===== src/rtl/tllcp_pkg.sv =====
`default_nettype none

package tllcp_pkg;

    // Fixed field widths of the ports.
    localparam int CORE_W     = 5;
    localparam int CLASS_W    = 3;
    localparam int TEMP_W     = 12;
    localparam int LOAD_OUT_W = 16;
    localparam int GRANT_W    = 32;
    localparam int CFG_IDX_W  = 3;
    localparam int CFG_DATA_W = 12;

    // Configuration register indexes.
    localparam logic [CFG_IDX_W-1:0] CFG_CORE_COUNT     = 3'd0;
    localparam logic [CFG_IDX_W-1:0] CFG_PERF_COUNT     = 3'd1;
    localparam logic [CFG_IDX_W-1:0] CFG_THERMAL_ENABLE = 3'd2;
    localparam logic [CFG_IDX_W-1:0] CFG_THERMAL_LIMIT  = 3'd3;

    // Item function codes and the one workload class that targets performance cores.
    localparam logic         FUNC_PLACE    = 1'b0;
    localparam logic         FUNC_UPDATE   = 1'b1;
    localparam logic [CLASS_W-1:0] CLASS_COMPUTE = 3'd1;

    // Reset values of the configuration registers. The thermal limit is
    // 90 degrees in 1/16 degree steps.
    localparam logic [CORE_W-1:0] CORE_COUNT_RST     = 5'd20;
    localparam logic [CORE_W-1:0] PERF_COUNT_RST     = 5'd10;
    localparam logic              THERMAL_ENABLE_RST = 1'b1;
    localparam logic [TEMP_W-1:0] THERMAL_LIMIT_RST  = 12'd1440;

    // An efficiency core loaded above this sends the request to the performance cores.
    localparam int OVERLOAD_LIMIT = 4;

    typedef enum logic [5:0] {
        ST_IDLE   = 6'b000001,
        ST_UPD_RD = 6'b000010,
        ST_UPD_WR = 6'b000100,
        ST_SCAN   = 6'b001000,
        ST_GRANT  = 6'b010000,
        ST_RESULT = 6'b100000
    } state_t;

endpackage

`default_nettype wire


===== src/rtl/tllcp_ram.sv =====
`default_nettype none

// Simple dual-port RAM with one write port and one registered read port.
module tllcp_ram #(
    parameter int WIDTH = 8,
    parameter int DEPTH = 16,
    localparam int AW = $clog2(DEPTH)
) (
    input  wire logic             clk,
    input  wire logic             we,
    input  wire logic [AW-1:0]    waddr,
    input  wire logic [WIDTH-1:0] wdata,
    input  wire logic             re,
    input  wire logic [AW-1:0]    raddr,
    output logic      [WIDTH-1:0] rdata
);

    logic [WIDTH-1:0] mem_reg [DEPTH];
    logic [WIDTH-1:0] rdata_reg;

    always_ff @(posedge clk)
    begin
        if (we)
        begin
            mem_reg[waddr] <= wdata;
        end
    end

    always_ff @(posedge clk)
    begin
        if (re)
        begin
            rdata_reg <= mem_reg[raddr];
        end
    end

    assign rdata = rdata_reg;

endmodule

`default_nettype wire


===== src/rtl/typed_least_loaded_core_picker_top.sv =====
`default_nettype none

// A temperature update reads the core entry, writes it back and then registers its result word;
// a placement scans the cores of its class, runs the performance fallback scan when it is
// needed, writes back the grant if a core was found and then registers its result word.
// One item at a time: the next item is accepted in the cycle after the result moves to the
// output register. The scan reads one core entry per cycle from the core table RAM.
// Reset: configuration returns to its defaults, counters clear, and per-entry valid flags make
// every core entry read as load 0, usable, temperature 0 until written; no clearing pass.
module typed_least_loaded_core_picker_top #(
    parameter int MAX_CORES = 20,
    parameter int LOAD_BITS = 16
) (
    input  wire logic                                clk,
    input  wire logic                                rst_n,

    // Configuration write channel.
    input  wire logic                                cfg_valid,
    output logic                                     cfg_ready,
    input  wire logic [tllcp_pkg::CFG_IDX_W-1:0]     cfg_index,
    input  wire logic [tllcp_pkg::CFG_DATA_W-1:0]    cfg_data,

    // Input item channel.
    input  wire logic                                in_valid,
    output logic                                     in_ready,
    input  wire logic                                func,
    input  wire logic [tllcp_pkg::CLASS_W-1:0]       workload_class,
    input  wire logic [tllcp_pkg::CORE_W-1:0]        core_index,
    input  wire logic [tllcp_pkg::TEMP_W-1:0]        temperature,

    // Result channel.
    output logic                                     out_valid,
    input  wire logic                                out_ready,
    output logic                                     granted,
    output logic      [tllcp_pkg::CORE_W-1:0]        chosen_core,
    output logic                                     is_perf_core,
    output logic      [tllcp_pkg::LOAD_OUT_W-1:0]    core_load_now,
    output logic                                     core_usable,
    output logic      [tllcp_pkg::GRANT_W-1:0]       perf_grants,
    output logic      [tllcp_pkg::GRANT_W-1:0]       eff_grants
);

    // Address width of the core table, and a count width wide enough both for a
    // core count up to MAX_CORES and for the 5-bit configuration values.
    localparam int AW = $clog2(MAX_CORES);
    localparam int NW = $clog2(MAX_CORES + 1);
    localparam int CW = (NW > tllcp_pkg::CORE_W) ? NW : tllcp_pkg::CORE_W;

    // One core table entry: load, stored availability and last temperature.
    typedef struct packed {
        logic [LOAD_BITS-1:0]         load;
        logic                         usable;
        logic [tllcp_pkg::TEMP_W-1:0] temp;
    } entry_t;

    localparam int EW = $bits(entry_t);
    localparam entry_t ENTRY_RST = '{load: '0, usable: 1'b1, temp: '0};

    // Configuration registers.
    logic [tllcp_pkg::CORE_W-1:0] core_count_reg;
    logic [tllcp_pkg::CORE_W-1:0] perf_count_reg;
    logic                         thermal_enable_reg;
    logic [tllcp_pkg::TEMP_W-1:0] thermal_limit_reg;

    // Sequencer and scan state.
    tllcp_pkg::state_t            state_reg, state_next;
    logic [CW-1:0]                ptr_reg;
    logic [CW-1:0]                hi_reg;
    logic                         pend_reg;
    logic [AW-1:0]                pend_idx_reg;
    logic                         rd_valid_reg;
    logic                         scan_thermal_reg;
    logic                         fallback_reg;
    logic                         best_found_reg;
    logic [AW-1:0]                best_idx_reg;
    entry_t                       best_entry_reg;
    logic [AW-1:0]                idx_reg;
    logic [tllcp_pkg::TEMP_W-1:0] temp_in_reg;
    logic [MAX_CORES-1:0]         valid_reg;

    // Result of the item in flight, before it moves to the output register.
    logic                         res_granted_reg;
    logic [AW-1:0]                res_core_reg;
    logic                         res_perf_reg;
    logic [LOAD_BITS-1:0]         res_load_reg;
    logic                         res_usable_reg;

    // Grant counters.
    logic [tllcp_pkg::GRANT_W-1:0] perf_cnt_reg, perf_cnt_next;
    logic [tllcp_pkg::GRANT_W-1:0] eff_cnt_reg, eff_cnt_next;

    // Output register.
    logic                            out_valid_reg;
    logic                            granted_reg;
    logic [tllcp_pkg::CORE_W-1:0]    chosen_core_reg;
    logic                            is_perf_core_reg;
    logic [tllcp_pkg::LOAD_OUT_W-1:0] core_load_now_reg;
    logic                            core_usable_reg;
    logic [tllcp_pkg::GRANT_W-1:0]   perf_grants_reg;
    logic [tllcp_pkg::GRANT_W-1:0]   eff_grants_reg;

    // Core table RAM port signals.
    logic          ram_we;
    logic [AW-1:0] ram_waddr;
    logic [EW-1:0] ram_wdata;
    logic          ram_re;
    logic [AW-1:0] ram_raddr;
    logic [EW-1:0] ram_rdata;

    logic          in_fire;
    logic          out_load;
    logic [CW-1:0] n_present;
    logic [CW-1:0] n_perf;
    logic [CW-1:0] core_count_ext;
    logic [CW-1:0] perf_count_ext;
    entry_t        rd_entry;
    entry_t        upd_entry;
    entry_t        grant_entry;
    logic          rd_hot;
    logic          cand_ok;
    logic          scan_issue;
    logic          scan_end;
    logic          run_fallback;
    logic          upd_in_range;
    logic          grant_is_perf;

    // All core table state sits in one RAM; a read returns the entry in the next cycle.
    tllcp_ram #(
        .WIDTH (EW),
        .DEPTH (MAX_CORES)
    ) u_core_table (
        .clk   (clk),
        .we    (ram_we),
        .waddr (ram_waddr),
        .wdata (ram_wdata),
        .re    (ram_re),
        .raddr (ram_raddr),
        .rdata (ram_rdata)
    );

    // Always taken; users keep configuration written only while the block is idle, unenforced.
    assign cfg_ready = 1'b1;

    // Present cores are capped at the table depth, and performance cores at the present cores.
    assign core_count_ext = CW'(core_count_reg);
    assign perf_count_ext = CW'(perf_count_reg);
    assign n_present = (core_count_ext < CW'(MAX_CORES)) ? core_count_ext : CW'(MAX_CORES);
    assign n_perf    = (perf_count_ext < n_present) ? perf_count_ext : n_present;

    assign in_ready = (state_reg == tllcp_pkg::ST_IDLE);
    assign in_fire  = in_valid && in_ready;
    assign upd_in_range = (CW'(core_index) < n_present);

    // An entry never written since reset reads as its reset value.
    assign rd_entry = rd_valid_reg ? entry_t'(ram_rdata) : ENTRY_RST;
    assign rd_hot   = thermal_enable_reg && (rd_entry.temp > thermal_limit_reg);

    // Scan: one read issued per cycle, its entry compared the following cycle.
    // Only a strictly lower load replaces the best so far, so ties keep the entry scanned first.
    assign scan_issue = (state_reg == tllcp_pkg::ST_SCAN) && (ptr_reg < hi_reg);
    assign cand_ok = pend_reg && rd_entry.usable && !(scan_thermal_reg && rd_hot)
                     && (!best_found_reg || (rd_entry.load < best_entry_reg.load));
    assign scan_end = (state_reg == tllcp_pkg::ST_SCAN) && !(ptr_reg < hi_reg) && !pend_reg;

    // After the efficiency scan, the performance cores are tried when no efficiency
    // core was found or the best one is overloaded.
    assign run_fallback = fallback_reg && (!best_found_reg ||
                          (best_entry_reg.load > LOAD_BITS'(tllcp_pkg::OVERLOAD_LIMIT)));

    // Temperature update keeps the load and recomputes availability with the current setting.
    always_comb
    begin
        upd_entry        = rd_entry;
        upd_entry.temp   = temp_in_reg;
        upd_entry.usable = !(thermal_enable_reg && (temp_in_reg > thermal_limit_reg));
    end

    // A grant bumps the winner's load, saturating.
    always_comb
    begin
        grant_entry = best_entry_reg;
        if (best_entry_reg.load != '1)
        begin
            grant_entry.load = best_entry_reg.load + LOAD_BITS'(1);
        end
    end

    assign grant_is_perf = (CW'(best_idx_reg) < n_perf);

    // RAM access. Reads and the write-back of one item never fall in the same cycle,
    // and the next item reads only after the write-back, so no forwarding is needed.
    assign ram_re    = scan_issue || (state_reg == tllcp_pkg::ST_UPD_RD);
    assign ram_raddr = (state_reg == tllcp_pkg::ST_UPD_RD) ? idx_reg : ptr_reg[AW-1:0];
    assign ram_we    = (state_reg == tllcp_pkg::ST_GRANT) || (state_reg == tllcp_pkg::ST_UPD_WR);
    assign ram_waddr = (state_reg == tllcp_pkg::ST_GRANT) ? best_idx_reg : idx_reg;
    assign ram_wdata = (state_reg == tllcp_pkg::ST_GRANT) ? EW'(grant_entry) : EW'(upd_entry);

    // The finished result moves to the output register once that register is free.
    assign out_load = (state_reg == tllcp_pkg::ST_RESULT) && (!out_valid_reg || out_ready);

    always_comb
    begin
        state_next = state_reg;
        case (state_reg)
            tllcp_pkg::ST_IDLE:
            begin
                if (in_fire)
                begin
                    if (func == tllcp_pkg::FUNC_UPDATE)
                    begin
                        state_next = upd_in_range ? tllcp_pkg::ST_UPD_RD : tllcp_pkg::ST_RESULT;
                    end
                    else
                    begin
                        state_next = tllcp_pkg::ST_SCAN;
                    end
                end
            end
            tllcp_pkg::ST_UPD_RD:
            begin
                state_next = tllcp_pkg::ST_UPD_WR;
            end
            tllcp_pkg::ST_UPD_WR:
            begin
                state_next = tllcp_pkg::ST_RESULT;
            end
            tllcp_pkg::ST_SCAN:
            begin
                if (scan_end && !run_fallback)
                begin
                    state_next = best_found_reg ? tllcp_pkg::ST_GRANT : tllcp_pkg::ST_RESULT;
                end
            end
            tllcp_pkg::ST_GRANT:
            begin
                state_next = tllcp_pkg::ST_RESULT;
            end
            tllcp_pkg::ST_RESULT:
            begin
                if (out_load)
                begin
                    state_next = tllcp_pkg::ST_IDLE;
                end
            end
            default:
            begin
                state_next = tllcp_pkg::ST_IDLE;
            end
        endcase
    end

    always_comb
    begin
        perf_cnt_next = perf_cnt_reg;
        eff_cnt_next  = eff_cnt_reg;
        if (state_reg == tllcp_pkg::ST_GRANT)
        begin
            if (grant_is_perf)
            begin
                if (perf_cnt_reg != '1)
                begin
                    perf_cnt_next = perf_cnt_reg + 32'd1;
                end
            end
            else
            begin
                if (eff_cnt_reg != '1)
                begin
                    eff_cnt_next = eff_cnt_reg + 32'd1;
                end
            end
        end
    end

    // Control registers.
    always_ff @(posedge clk or negedge rst_n)
    begin
        if (!rst_n)
        begin
            state_reg          <= tllcp_pkg::ST_IDLE;
            pend_reg           <= 1'b0;
            valid_reg          <= '0;
            perf_cnt_reg       <= '0;
            eff_cnt_reg        <= '0;
            out_valid_reg      <= 1'b0;
            core_count_reg     <= tllcp_pkg::CORE_COUNT_RST;
            perf_count_reg     <= tllcp_pkg::PERF_COUNT_RST;
            thermal_enable_reg <= tllcp_pkg::THERMAL_ENABLE_RST;
            thermal_limit_reg  <= tllcp_pkg::THERMAL_LIMIT_RST;
        end
        else
        begin
            state_reg    <= state_next;
            pend_reg     <= scan_issue;
            perf_cnt_reg <= perf_cnt_next;
            eff_cnt_reg  <= eff_cnt_next;
            if (ram_we)
            begin
                valid_reg[ram_waddr] <= 1'b1;
            end
            if (out_load)
            begin
                out_valid_reg <= 1'b1;
            end
            else if (out_ready)
            begin
                out_valid_reg <= 1'b0;
            end
            if (cfg_valid && cfg_ready)
            begin
                case (cfg_index)
                    tllcp_pkg::CFG_CORE_COUNT:
                    begin
                        core_count_reg <= cfg_data[tllcp_pkg::CORE_W-1:0];
                    end
                    tllcp_pkg::CFG_PERF_COUNT:
                    begin
                        perf_count_reg <= cfg_data[tllcp_pkg::CORE_W-1:0];
                    end
                    tllcp_pkg::CFG_THERMAL_ENABLE:
                    begin
                        thermal_enable_reg <= cfg_data[0];
                    end
                    tllcp_pkg::CFG_THERMAL_LIMIT:
                    begin
                        thermal_limit_reg <= cfg_data[tllcp_pkg::TEMP_W-1:0];
                    end
                    default:
                    begin
                    end
                endcase
            end
        end
    end

    // Datapath registers.
    always_ff @(posedge clk)
    begin
        if (ram_re)
        begin
            rd_valid_reg <= valid_reg[ram_raddr];
        end
        if (scan_issue)
        begin
            pend_idx_reg <= ptr_reg[AW-1:0];
            ptr_reg      <= ptr_reg + CW'(1);
        end

        if (in_fire)
        begin
            idx_reg        <= AW'(core_index);
            temp_in_reg    <= temperature;
            best_found_reg <= 1'b0;
            if (workload_class == tllcp_pkg::CLASS_COMPUTE)
            begin
                ptr_reg          <= '0;
                hi_reg           <= n_perf;
                scan_thermal_reg <= 1'b1;
                fallback_reg     <= 1'b0;
            end
            else
            begin
                ptr_reg          <= n_perf;
                hi_reg           <= n_present;
                scan_thermal_reg <= 1'b0;
                fallback_reg     <= 1'b1;
            end
        end
        else if (scan_end && run_fallback)
        begin
            // Fallback over the performance cores, keeping the best so far.
            ptr_reg          <= '0;
            hi_reg           <= n_perf;
            scan_thermal_reg <= 1'b0;
            fallback_reg     <= 1'b0;
        end

        if (cand_ok)
        begin
            best_found_reg <= 1'b1;
            best_idx_reg   <= pend_idx_reg;
            best_entry_reg <= rd_entry;
        end

        // Refused items report zeros in the core fields.
        if ((in_fire && (func == tllcp_pkg::FUNC_UPDATE) && !upd_in_range) ||
            (scan_end && !run_fallback && !best_found_reg))
        begin
            res_granted_reg <= 1'b0;
            res_core_reg    <= '0;
            res_perf_reg    <= 1'b0;
            res_load_reg    <= '0;
            res_usable_reg  <= 1'b0;
        end
        else if (state_reg == tllcp_pkg::ST_UPD_WR)
        begin
            res_granted_reg <= 1'b1;
            res_core_reg    <= idx_reg;
            res_perf_reg    <= (CW'(idx_reg) < n_perf);
            res_load_reg    <= upd_entry.load;
            res_usable_reg  <= upd_entry.usable;
        end
        else if (state_reg == tllcp_pkg::ST_GRANT)
        begin
            res_granted_reg <= 1'b1;
            res_core_reg    <= best_idx_reg;
            res_perf_reg    <= grant_is_perf;
            res_load_reg    <= grant_entry.load;
            res_usable_reg  <= grant_entry.usable;
        end

        if (out_load)
        begin
            granted_reg       <= res_granted_reg;
            chosen_core_reg   <= tllcp_pkg::CORE_W'(res_core_reg);
            is_perf_core_reg  <= res_perf_reg;
            core_load_now_reg <= tllcp_pkg::LOAD_OUT_W'(res_load_reg);
            core_usable_reg   <= res_usable_reg;
            perf_grants_reg   <= perf_cnt_reg;
            eff_grants_reg    <= eff_cnt_reg;
        end
    end

    assign out_valid     = out_valid_reg;
    assign granted       = granted_reg;
    assign chosen_core   = chosen_core_reg;
    assign is_perf_core  = is_perf_core_reg;
    assign core_load_now = core_load_now_reg;
    assign core_usable   = core_usable_reg;
    assign perf_grants   = perf_grants_reg;
    assign eff_grants    = eff_grants_reg;

    // The core table is written only by a grant or a temperature update.
    a_write_states: assert property (@(posedge clk) disable iff (!rst_n)
        ram_we |-> (state_reg == tllcp_pkg::ST_GRANT || state_reg == tllcp_pkg::ST_UPD_WR))
        else $error("core table written outside a write-back state");

    // The scan pointer never runs past the end of its range.
    a_scan_bound: assert property (@(posedge clk) disable iff (!rst_n)
        (state_reg == tllcp_pkg::ST_SCAN) |-> (ptr_reg <= hi_reg))
        else $error("scan pointer beyond range");

    // At most one grant counter moves per cycle, and neither ever goes down.
    a_one_counter: assert property (@(posedge clk) disable iff (!rst_n)
        !((perf_cnt_next != perf_cnt_reg) && (eff_cnt_next != eff_cnt_reg)))
        else $error("both grant counters changed together");

    a_count_mono: assert property (@(posedge clk) disable iff (!rst_n)
        (perf_cnt_next >= perf_cnt_reg) && (eff_cnt_next >= eff_cnt_reg))
        else $error("grant counter decreased");

    // A finished result waits while the output register holds an untaken word.
    a_result_holds: assert property (@(posedge clk) disable iff (!rst_n)
        (state_reg == tllcp_pkg::ST_RESULT && out_valid_reg && !out_ready)
        |=> (state_reg == tllcp_pkg::ST_RESULT))
        else $error("result overwrote an untaken output word");

endmodule

`default_nettype wire


===== config.mk =====
export PLATFORM = sky130hd
export DESIGN_NAME = typed_least_loaded_core_picker_top
export DESIGN_NICKNAME = d
export VERILOG_FILES = /design/src/rtl/tllcp_pkg.sv /design/src/rtl/tllcp_ram.sv /design/src/rtl/typed_least_loaded_core_picker_top.sv
export SDC_FILE = /design/constraint.sdc
export NUM_CORES = 1
export LEC_CHECK = 0
export BUFFER_PORTS_ARGS = -buffer_cell sky130_fd_sc_hd__buf_4
export CAP_MARGIN = 40
export CORE_ASPECT_RATIO = 0.5
export CORE_MARGIN = 8
export CORE_UTILIZATION = 40
export CTS_CLUSTER_SIZE = 25
export DETAILED_ROUTE_END_ITERATION = 10
export HOLD_SLACK_MARGIN = 0.02
export PLACE_DENSITY = 0.64
export SYNTH_ARGS = -nofsm -noshare
export SYNTH_HDL_FRONTEND = slang
export SYNTH_SLANG_ARGS = --single-unit

===== constraint.sdc =====
create_clock -name clk -period 13.5 [get_ports clk]
set_clock_uncertainty 0.05 [all_clocks]
set_input_delay 2.7 -clock clk [delete_from_list [all_inputs] [get_ports clk]]
set_output_delay 2.7 -clock clk [all_outputs]
set_load 0.02 [all_outputs]

==> results.txt <==
status - finished clean
Boundary Pins - 132
Reg clk slew, reported paths - 60 ps
filler cell count - 8115
Pint - 5380 uW
RR Startpoint - core_count_ext[3]$_DFFE_PN0P_
reg2reg path depth - 14
normalized max-slew margin - 37.0%
initial antenna violation count - 3
CP Cell Sequence - or4_1 -> nor3b_1 -> buf_4
MaxCap Viol Count - 0
largest net degree at the start of global routing - 150
CP Launch Type - flop
Final Hold Fails - 0
peak supply drop - 135 uV
Vias - 23400
max reg flops - 580
input/output buffers - 130
Worst path top cell family by delay - simple AND/OR/NAND/NOR gates
final estimated routing congestion in global placement - 0.833
Worst Setup EP - in_ready
cells after synthesis - 2753
CTS sink count - 906
Starting Density - 40.2%
Ys Warns - 0
drc violations - 0
area delta synth->final - 14.7%
total negative slack - 0 ps
first-pass GRT wire length - 145000 um
Leakage - 0.0157 uW
post-CTS setup buffers - 0
crit path max fanout - 5
final cell count without fillers - 4212
critical path startpoint - state_reg[5]$_DFFE_PN0P_
total wire length - 97200 um
worst min path class - flop to flop
Arr. time, crit path - 2400 ps
PostCTS Resize Cnt - 0
post-synth cell types - 76
Post-CTS Hold Buffers - 0
Core ar. - 92600 um^2
CP Depth - 3
Crit. End Element - output port
NetSw - 2500 uW
largest cells by area after synthesis - edfxtp_1 62%, dfrtp_1 7.1%, nand2_1 6.5%, a311oi_1 2.9%, and3_1 2.2%
Placed Cells - 4058
CP bufs+invs - 1
CTS max path bufs - 3
wire per inst - 23.1 um
drt via density - 5.57
Die H - 232 um
Synth area leader - edfxtp_1
final period demand of the worst path - 5150 ps
CP max-delay cell - or4_1
Root Buffer - clkbuf_16
Routed Antenna Nets - 0
Async SR Flop Fraction - 12.7%
post-synthesis net count - 2852
vias in the first global route - 23000
Nets - 2989
Mapped Area - 37200 um^2
Sw Ratio - 31.7%
CTS tree - yes
flops & latches, synth - 906
Clk pwr share - 30.4%
pwr/cell area - 185 nW/um^2
RSZ-0062 raised after global routing - false
grt total ovfl - 0
DP HPWL - 55000 um
syn avg cell area - 13.5 um^2
Max Freq - 0.194 GHz
Sequential Power Share - 43.3%
share of cells above drive strength 1 - 15.0%
worst skew pair latency - 660 ps
EDFF count, synth - 766
Final setup viols - 0
sequential-to-total area share from yosys stat - 70.9%
Tot GR Track Use - 18.3%
Reg2Reg Setup Slack - 8580 ps
# rows - 79
Synth Flop Type - edfxtp_1
FF-to-FF End - eff_cnt_reg[19]$_DFFE_PN0P_
CTS buffer count - 84
Final Cycle Share - 38.2%
die width - 447 um
CTS HTree Levels - 3
die area - 104000 um^2
Req. time, crit path - 10750 ps
drt first pass iters - 5
delay of the slowest critical-path stage - 550 ps
Worst Setup Path Type - flop to output port
starting DRC count in detailed routing - 2593
fin. max-slew vios - 0
Slew @ Worst Pin - 946 ps
logic gate share of total power - 26.3%
Synth top area share - 61.8%
==> through the flow <==
stage	cell area [um^2]	setup slack (ps)	power (uW)	util, %	hold slack, ps
2_1_floorplan	37200	6160	4840	-	350
3_3_place_gp	39700	8460	5430	42.8	354
3_5_place_dp	39900	8530	5530	43.1	357
4_1_cts	42700	8330	7920	46.1	370
5_1_grt	42700	8190	8230	46.1	376
6_report	42700	8350	7890	46.1	371
==> area by class of cell <==
cell class                 count  area [um^2]  area share (%)
tap                         1255         1570            3.68
inverter                      58          223           0.522
antenna                        3         7.51          0.0176
clock inverter                28          410           0.961
clock buffer                 122         2360            5.52
multi-input combinational   1647        10100            23.8
timing repair buffer         193         1590            3.72
sequential                   906        26400            61.8
==> placed cells by master (no fill, tap or decap), types with 26 or more instances in the layout <==
master and instances:
a311oi_1 122, and2_1 30, mux4_2 30, clkbuf_16 86
dfrtp_1 105, xor2_1 38, nand3_1 83, o21ai_0 70
nand4_1 33, ha_1 58, nor2_1 50, and3_1 131
nand2_1 646, xnor2_1 38, a21oi_1 39, inv_1 57
clkbuf_1 29, or2_2 26, buf_4 181, edfxtp_1 766
==> cell families (layout without fill, tap and decap cells) <==
| group | count (synthesis) | count (layout) | share of synthesized area [%] |
|---|---|---|---|
| buffers and inverters | 200 | 401 | 2.44 |
| AO/OA/AOI/OAI | 335 | 335 | 6.48 |
| adder cells (fa/ha/maj) | 59 | 59 | 1.98 |
| flip-flops | 906 | 906 | 70.9 |
| other | 1 | 4 | 0.0101 |
| multiplexers | 59 | 59 | 2.68 |
| XOR/XNOR | 76 | 76 | 1.79 |
| AND/OR/NAND/NOR | 1117 | 1117 | 13.7 |
==> metal layers <==
layer / share of wire [%] / wire length [um] / vias up / track usage, %
met1: 43 / 41400 / 11800 / 25.8
met3: 8.8 / 8600 / 184 / 3.52
li1: - / - / 10500 / -
met5: 0.013 / 13 / - / 0
met4: 2.8 / 2690 / 2 / 5.90
met2: 46 / 44500 / 1027 / 28.7
==> power groups by stage <==
stage                     Sequential (uW)  Combinational (uW)  Clock (uW)
after global placement               3470                1950           0
after CTS                            3420                2070        2440
after detailed placement             3470                2060           0
final                                3420                2070        2400
after global routing                 3430                2270        2540
after floorplan                      3430                1410           0
==> cells in the mapped netlist, types with 8 or more instances <==
| cell | number |
|---|---|
| edfxtp_1 | 766 |
| nand2_1 | 648 |
| and3_1 | 131 |
| a311oi_1 | 122 |
| dfrtp_1 | 105 |
| nand3_1 | 83 |
| clkbuf_1 | 81 |
| nor2_1 | 72 |
| o21ai_0 | 72 |
| ha_1 | 58 |
| inv_1 | 57 |
| a21oi_1 | 39 |
| buf_2 | 39 |
| xnor2_1 | 38 |
| xor2_1 | 38 |
| nand4_1 | 33 |
| and2_1 | 31 |
| mux4_2 | 30 |
| or2_2 | 26 |
| dfxtp_1 | 25 |
| nor3_1 | 25 |
| a21o_1 | 21 |
| mux2_2 | 21 |
| nor4_1 | 20 |
| a22oi_1 | 18 |
| buf_4 | 11 |
| dfstp_2 | 10 |
| nand2b_1 | 10 |
| o21ai_1 | 9 |
| nor2b_1 | 8 |
==> worst min path at each step <==
stage	startpoint	end	slack, ps	cells past startpoint
final	pend_idx_reg[3]$_DFFE_PP_	best_idx_reg[3]$_DFFE_PP_	370	0
after global routing	pend_idx_reg[3]$_DFFE_PP_	best_idx_reg[3]$_DFFE_PP_	380	0
after CTS	pend_idx_reg[2]$_DFFE_PP_	best_idx_reg[2]$_DFFE_PP_	370	0
after detailed placement	pend_idx_reg[3]$_DFFE_PP_	best_idx_reg[3]$_DFFE_PP_	360	0
after global placement	pend_idx_reg[3]$_DFFE_PP_	best_idx_reg[3]$_DFFE_PP_	350	0
after floorplan	pend_idx_reg[0]$_DFFE_PP_	best_idx_reg[0]$_DFFE_PP_	350	0
(Power assumes the default switching activity.)
